`src/rtl/net_pkg.sv`:
```
`timescale 1ns / 1ps

package net_pkg;

    // Payload of one input item
    typedef struct packed {
        logic signed [15:0] air_temp;
        logic signed [15:0] humidity;
        logic signed [15:0] wind_speed;
    } t_in;

    // Payload of one result item
    typedef struct packed {
        logic signed [15:0] net_temp;
        logic               valid_res;
    } t_out;

    // Classified item as it leaves the front end
    typedef struct packed {
        logic               ok;
        logic signed [15:0] t;
        logic signed [15:0] h;
        logic signed [15:0] w;
    } t_item;

    // Queue head handed to the back end
    typedef struct packed {
        logic  vld;
        t_item item;
    } t_hand;

    // Input range limits, inclusive
    localparam logic signed [15:0] HUM_MAX  = 16'sd10010;
    localparam logic signed [15:0] WIND_MAX = 16'sd13000;
    localparam logic signed [15:0] TEMP_LIM = 16'sd10000;
    localparam logic signed [15:0] TEMP_MIN = -16'sd10000;
    localparam logic signed [15:0] HUM_ONE  = 16'sd10000;
    localparam logic signed [15:0] T_BODY   = 16'sd3700;

    localparam int Q_FRAC  = 24;
    localparam int Q_DEPTH = 2;

    // Long divider for the two variable divisors: one quotient bit per stage
    localparam int DIV_NW  = 64;
    localparam int DIV_DW  = 40;
    localparam int DIV_LAT = DIV_NW;

    // Constant divisors: floor(n / k) = (n * ceil(2^s / k)) >> s,
    // exact while n < 2^s / 2^ceil(log2 k)
    localparam int CM_LAT = 3;
    localparam int S_X    = 69;   // n = v * 2^48 < 2^62, k = 100
    localparam int S_B    = 49;   // n = v * sqrt(v) < 2^42, k = 100
    localparam int S_DD   = 64;   // n < 2^44, k = 10^6
    localparam int S_L    = 76;   // n < 2^56, k = 10^6
    localparam logic [63:0] M_X  = 64'(((128'd1 << S_X) + 128'd99) / 128'd100);
    localparam logic [63:0] M_B  = 64'(((128'd1 << S_B) + 128'd99) / 128'd100);
    localparam logic [63:0] M_DD = 64'(((128'd1 << S_DD) + 128'd999999) / 128'd1000000);
    localparam logic [63:0] M_L  = 64'(((128'd1 << S_L) + 128'd999999) / 128'd1000000);

    // Square root: radicand and root widths; one root bit per stage
    localparam int SQ_IW   = 64;
    localparam int SQ_RW   = SQ_IW / 2;
    localparam int SQ_REMW = SQ_RW + 2;
    localparam int SQ_LAT  = SQ_RW;

    // Signed working width of the final combine
    localparam int R_W = 44;

    // Back end schedule, cycles after the item enters the line
    localparam int C_A_IN   = CM_LAT;
    localparam int C_M      = C_A_IN + SQ_LAT;
    localparam int C_B_IN   = C_M + 1;
    localparam int C_C_IN   = C_B_IN + CM_LAT;
    localparam int C_DEN    = C_C_IN + SQ_LAT;
    localparam int C_INV    = C_DEN + 2;
    localparam int C_D      = C_INV + DIV_LAT;
    localparam int C_DD     = C_D - CM_LAT;
    localparam int C_QP     = C_D + 1;
    localparam int C_QIN    = C_QP + 1;
    localparam int C_QS     = C_QIN + DIV_LAT;
    localparam int C_LP     = C_QS - CM_LAT - 1;
    localparam int C_R      = C_QS + 1;
    localparam int C_OUT    = C_R + 1;
    localparam int LINE_LEN = C_OUT + 1;

    // Accept edge to result strobe edge: queue, line, output register
    localparam int NET_LAT = LINE_LEN + 2;

endpackage

```
`src/rtl/net_front.sv`:
```
`timescale 1ns / 1ps

module net_front (
    input  logic           i_clk,
    input  logic           i_rst_n,
    input  logic           i_start,
    output logic           o_busy,
    input  net_pkg::t_in   i_item,
    output net_pkg::t_hand o_hand
);

    localparam int QAW = (net_pkg::Q_DEPTH > 1) ? $clog2(net_pkg::Q_DEPTH) : 1;
    localparam int CW  = $clog2(net_pkg::Q_DEPTH + 1);

    net_pkg::t_item r_q [net_pkg::Q_DEPTH];
    logic [QAW-1:0] r_wp;
    logic [QAW-1:0] r_rp;
    logic [CW-1:0]  r_cnt;
    logic           r_live;
    logic [QAW-1:0] n_wp;
    logic [QAW-1:0] n_rp;
    logic           w_push;
    logic           w_pop;
    logic           w_ok;
    net_pkg::t_item w_item;

    always_comb begin
        w_ok = (i_item.humidity >= 16'sd0) && (i_item.humidity <= net_pkg::HUM_MAX) &&
               (i_item.wind_speed >= 16'sd0) && (i_item.wind_speed <= net_pkg::WIND_MAX) &&
               (i_item.air_temp >= net_pkg::TEMP_MIN) && (i_item.air_temp <= net_pkg::TEMP_LIM);
        // zero the fields of an out-of-range item so the math stays tame
        w_item.ok = w_ok;
        w_item.t  = w_ok ? i_item.air_temp : 16'sd0;
        w_item.h  = w_ok ? i_item.humidity : 16'sd0;
        w_item.w  = w_ok ? i_item.wind_speed : 16'sd0;
    end

    assign o_busy = !r_live || (r_cnt == CW'(net_pkg::Q_DEPTH));
    assign w_push = i_start && !o_busy;
    assign w_pop  = r_cnt != '0;
    assign n_wp   = (r_wp == QAW'(net_pkg::Q_DEPTH - 1)) ? '0 : r_wp + 1'b1;
    assign n_rp   = (r_rp == QAW'(net_pkg::Q_DEPTH - 1)) ? '0 : r_rp + 1'b1;

    always_ff @(posedge i_clk) begin
        if (!i_rst_n) begin
            r_live <= 1'b0;
            r_cnt  <= '0;
            r_wp   <= '0;
            r_rp   <= '0;
        end else begin
            r_live <= 1'b1;
            if (w_push) begin
                r_wp <= n_wp;
            end
            if (w_pop) begin
                r_rp <= n_rp;
            end
            r_cnt <= CW'(r_cnt + CW'(w_push) - CW'(w_pop));
        end
    end

    always_ff @(posedge i_clk) begin
        if (w_push) begin
            r_q[r_wp] <= w_item;
        end
    end

    // back end never stalls: hand the head over every cycle it exists
    assign o_hand.vld  = w_pop;
    assign o_hand.item = r_q[r_rp];

endmodule

```
`config.mk`:
```
export PLATFORM = sky130hd
export DESIGN_NAME = net_front
export DESIGN_NICKNAME = d
export VERILOG_FILES = /design/src/rtl/net_pkg.sv /design/src/rtl/net_front.sv
export SDC_FILE = /design/constraint.sdc
export NUM_CORES = 1
export LEC_CHECK = 0
export BUFFER_PORTS_ARGS = -buffer_cell sky130_fd_sc_hd__buf_2
export CAP_MARGIN = 20
export CORE_ASPECT_RATIO = 1.4
export CORE_UTILIZATION = 50
export DETAILED_ROUTE_END_ITERATION = 10
export PLACE_DENSITY = 0.81
export SLEW_MARGIN = 40
export SYNTH_ARGS = -nofsm -noshare
export SYNTH_HDL_FRONTEND = slang
export SYNTH_SLANG_ARGS = --single-unit
```
`constraint.sdc`:
```
create_clock -name i_clk -period 8.9 [get_ports i_clk]
set_clock_uncertainty 0.15 [all_clocks]
set_input_delay 1.335 -clock i_clk [delete_from_list [all_inputs] [get_ports i_clk]]
set_output_delay 1.335 -clock i_clk [all_outputs]
set_load 0.05 [all_outputs]
```
==> out/summary.txt <==
Status: finished clean
Critical path peak fanout: 49
Final net count: 460
DP Area: 5240 sq um
RSZ-0062 raised after global routing: false
Clk slew on worst S/H paths: 0.07 ns
Post-synth top cells: edfxtp_1 (98), mux2_2 (49), nand2_1 (33)
Gate Count Post-Synth: 301
Synth warn: 0
Initial drt markers: 148
# setup viols final: 0
Power per cell area: 192 nW/um^2
Yosys top cell area share: 0.643
Die H: 115 um
Flops & latches, synth: 104
DR vias: 2923
Antenna Cells: 0
Hold-fix buffers, CTS: 0
Starting Density: 0.525
Drt pass-1 iters: 4
WL/cell: 17.8 um
Slew Viols, Final: 0
Crit path required time: 7.41 ns
Ranking of synthesized cells by area: edfxtp_1 (64%), mux2_2 (12%), nor4_1 (3.1%)
Setup Fix Bufs, Post-CTS: 0
Gr ovfl total: 0
Clock latency at the later pin of the worst-skew pair: 0.34 ns
CTS tree: done
GP Congestion: 0.795
Total track usage: 0.200
Clock sinks: 104
Post-DP HPWL: 6120 um
CTS HTree Levels: 3
Via density: 5.63
Worst path arrival time: 1.83 ns
# Max-Cap Violations: 0
Core area: 8710 sq um
Root Buffer: clkbuf_16
Fin Hold WS: 0.368 ns
Setup_tns: 0 ns
# placed instances: 502
Prevailing post-synth register cell: edfxtp_1
CTS max path bufs: 2
Initial antenna violation count: 0
Die area: 9540 sq um
Largest net degree at the start of global routing: 51
Worst slew margin: 0.501
Cells resized by post-CTS repair: 0
Input/output buffers: 101
Worst slew pin tran: 0.748 ns
Ratio of cells with drive above 1 in the final layout: 0.478
# DRC: 0
CTS buffer count: 9
Worst Path Class, Setup: reg -> out
IO Count: 102
WL final: 9260 um
CP startpoint kind: flop
Syn Area/Cell: 15.2 sq um
Die Width: 82.8 um
Vias in the first global route: 2921
Crit path time final: 3.31 ns
Antenna viol nets, final: 0
Power, Total: 1.06 mW
Cell area after layout: 5500 sq um
Period utilization: 0.372
Synth area leader: edfxtp_1
Worst setup EP type: primary output
Area Growth Syn to Fin: 20.3%
Final Hold Viols: 0
Register area share after synthesis: 0.670
Number of enable flip-flop cells after synthesis: 98
Yosys cell types: 37
Worst min path class: reg -> reg
Max Clk Rate: 302 MHz
Mapped Area: 4570 sq um
Std-Cell Rows: 40
First-pass GRT wire length: 14400 um
Most common cell in the netlist: edfxtp_1
Peak VDD IR: 0.122 mV
Async S/R FF share, synth: 0
Leakage: 1.80 nW
Finished Layout Cells: 519
## cells in the final DEF (no fill, tap or decap), drive strengths merged
cell type,synthesis,layout
buf,13,111
edfxtp,98,98
mux2,49,49
nand2,33,33
nor4,33,33
clkbuf,8,13
nor4b,13,13
nand3,8,8
conb,1,8
dfxtp,6,6
nor2,6,6
and3,5,5
nor3,4,4
or3,3,3
inv,2,2
nand4,2,2
o21ai,2,2
a31oi,2,2
clkinvlp,0,2
or2,1,1
a21o,1,1
a221oi,1,1
o211ai,1,1
o41ai,1,1
a211o,1,1
o211a,1,1
a211oi,1,1
o22ai,1,1
o2111ai,1,1
nand2b,1,1
a21boi,1,1
o21a,1,1
clkinv,0,1
## registers in the layout (all words and copies together), names as in the netlist, named ones only
register and count:
r_q 98, r_cnt 2, r_live 1, r_rp 1, r_wp 1
## worst paths after layout
check | from | end | slack [ns] | depth (start not counted)
setup / recovery | flop | o_hand[29] | 5.59 | 3
hold / removal | r_cnt[1] | r_cnt[1] | 0.37 | 1
setup reg to reg | r_cnt[0] | r_q[0][23] | 6.92 | 4
hold reg to reg | r_cnt[1] | r_cnt[1] | 0.37 | 1
## routing by layer
metal / track usage / wire (um) / part of all wire / up-vias
li1: - / - / - / 1395
met1: 0.226 / 3580 / 0.39 / 1420
met2: 0.350 / 5010 / 0.54 / 88
met3: 0.0474 / 399 / 0.043 / 20
met4: 0.114 / 272 / 0.029 / 0
met5: 0 / 0 / 0 / -
## where the power goes
part	internal, mW	switching [mW]	total (mW)	leakage, nW
sequential	0.550	0.00449	0.555	0.845
combinational	0.0439	0.110	0.154	0.840
clock	0.189	0.159	0.348	0.117
## per-stage QoR
stage / util / setup slack [ns]
final: 0.632 / 5.59
after global routing: 0.632 / 5.50
after CTS: 0.631 / 5.47
after detailed placement: 0.601 / 5.12
after global placement: 0.600 / 5.30
after floorplan: - / 4.76
## area by class of cell
type | instances | area (sq um)
flip-flops and latches | 104 | 3060
clock buffers | 13 | 240
multi-input cells | 181 | 1460
clock inverters | 3 | 18.8
fillers | 688 | 3210
repair buffers | 111 | 581
well taps | 105 | 131
inverters | 2 | 7.51
## cells by family (layout without fill, tap and decap cells)
| kind of cell | Yosys count | after routing | share of synthesized area |
|---|---|---|---|
| mux | 49 | 49 | 0.121 |
| simple gates | 109 | 109 | 0.157 |
| flops | 104 | 104 | 0.670 |
| compound gates | 15 | 15 | 0.0268 |
| buf+inv | 23 | 129 | 0.0249 |
| other cells | 1 | 8 | 0.000820 |
## critical path, cell delays in order, from the launching register on
cell	delay (ns)
dfxtp_2	0.31
buf_4	0.51
mux2_2	0.43
buf_2	0.22
Note: power is estimated with default switching activity, not from simulation.
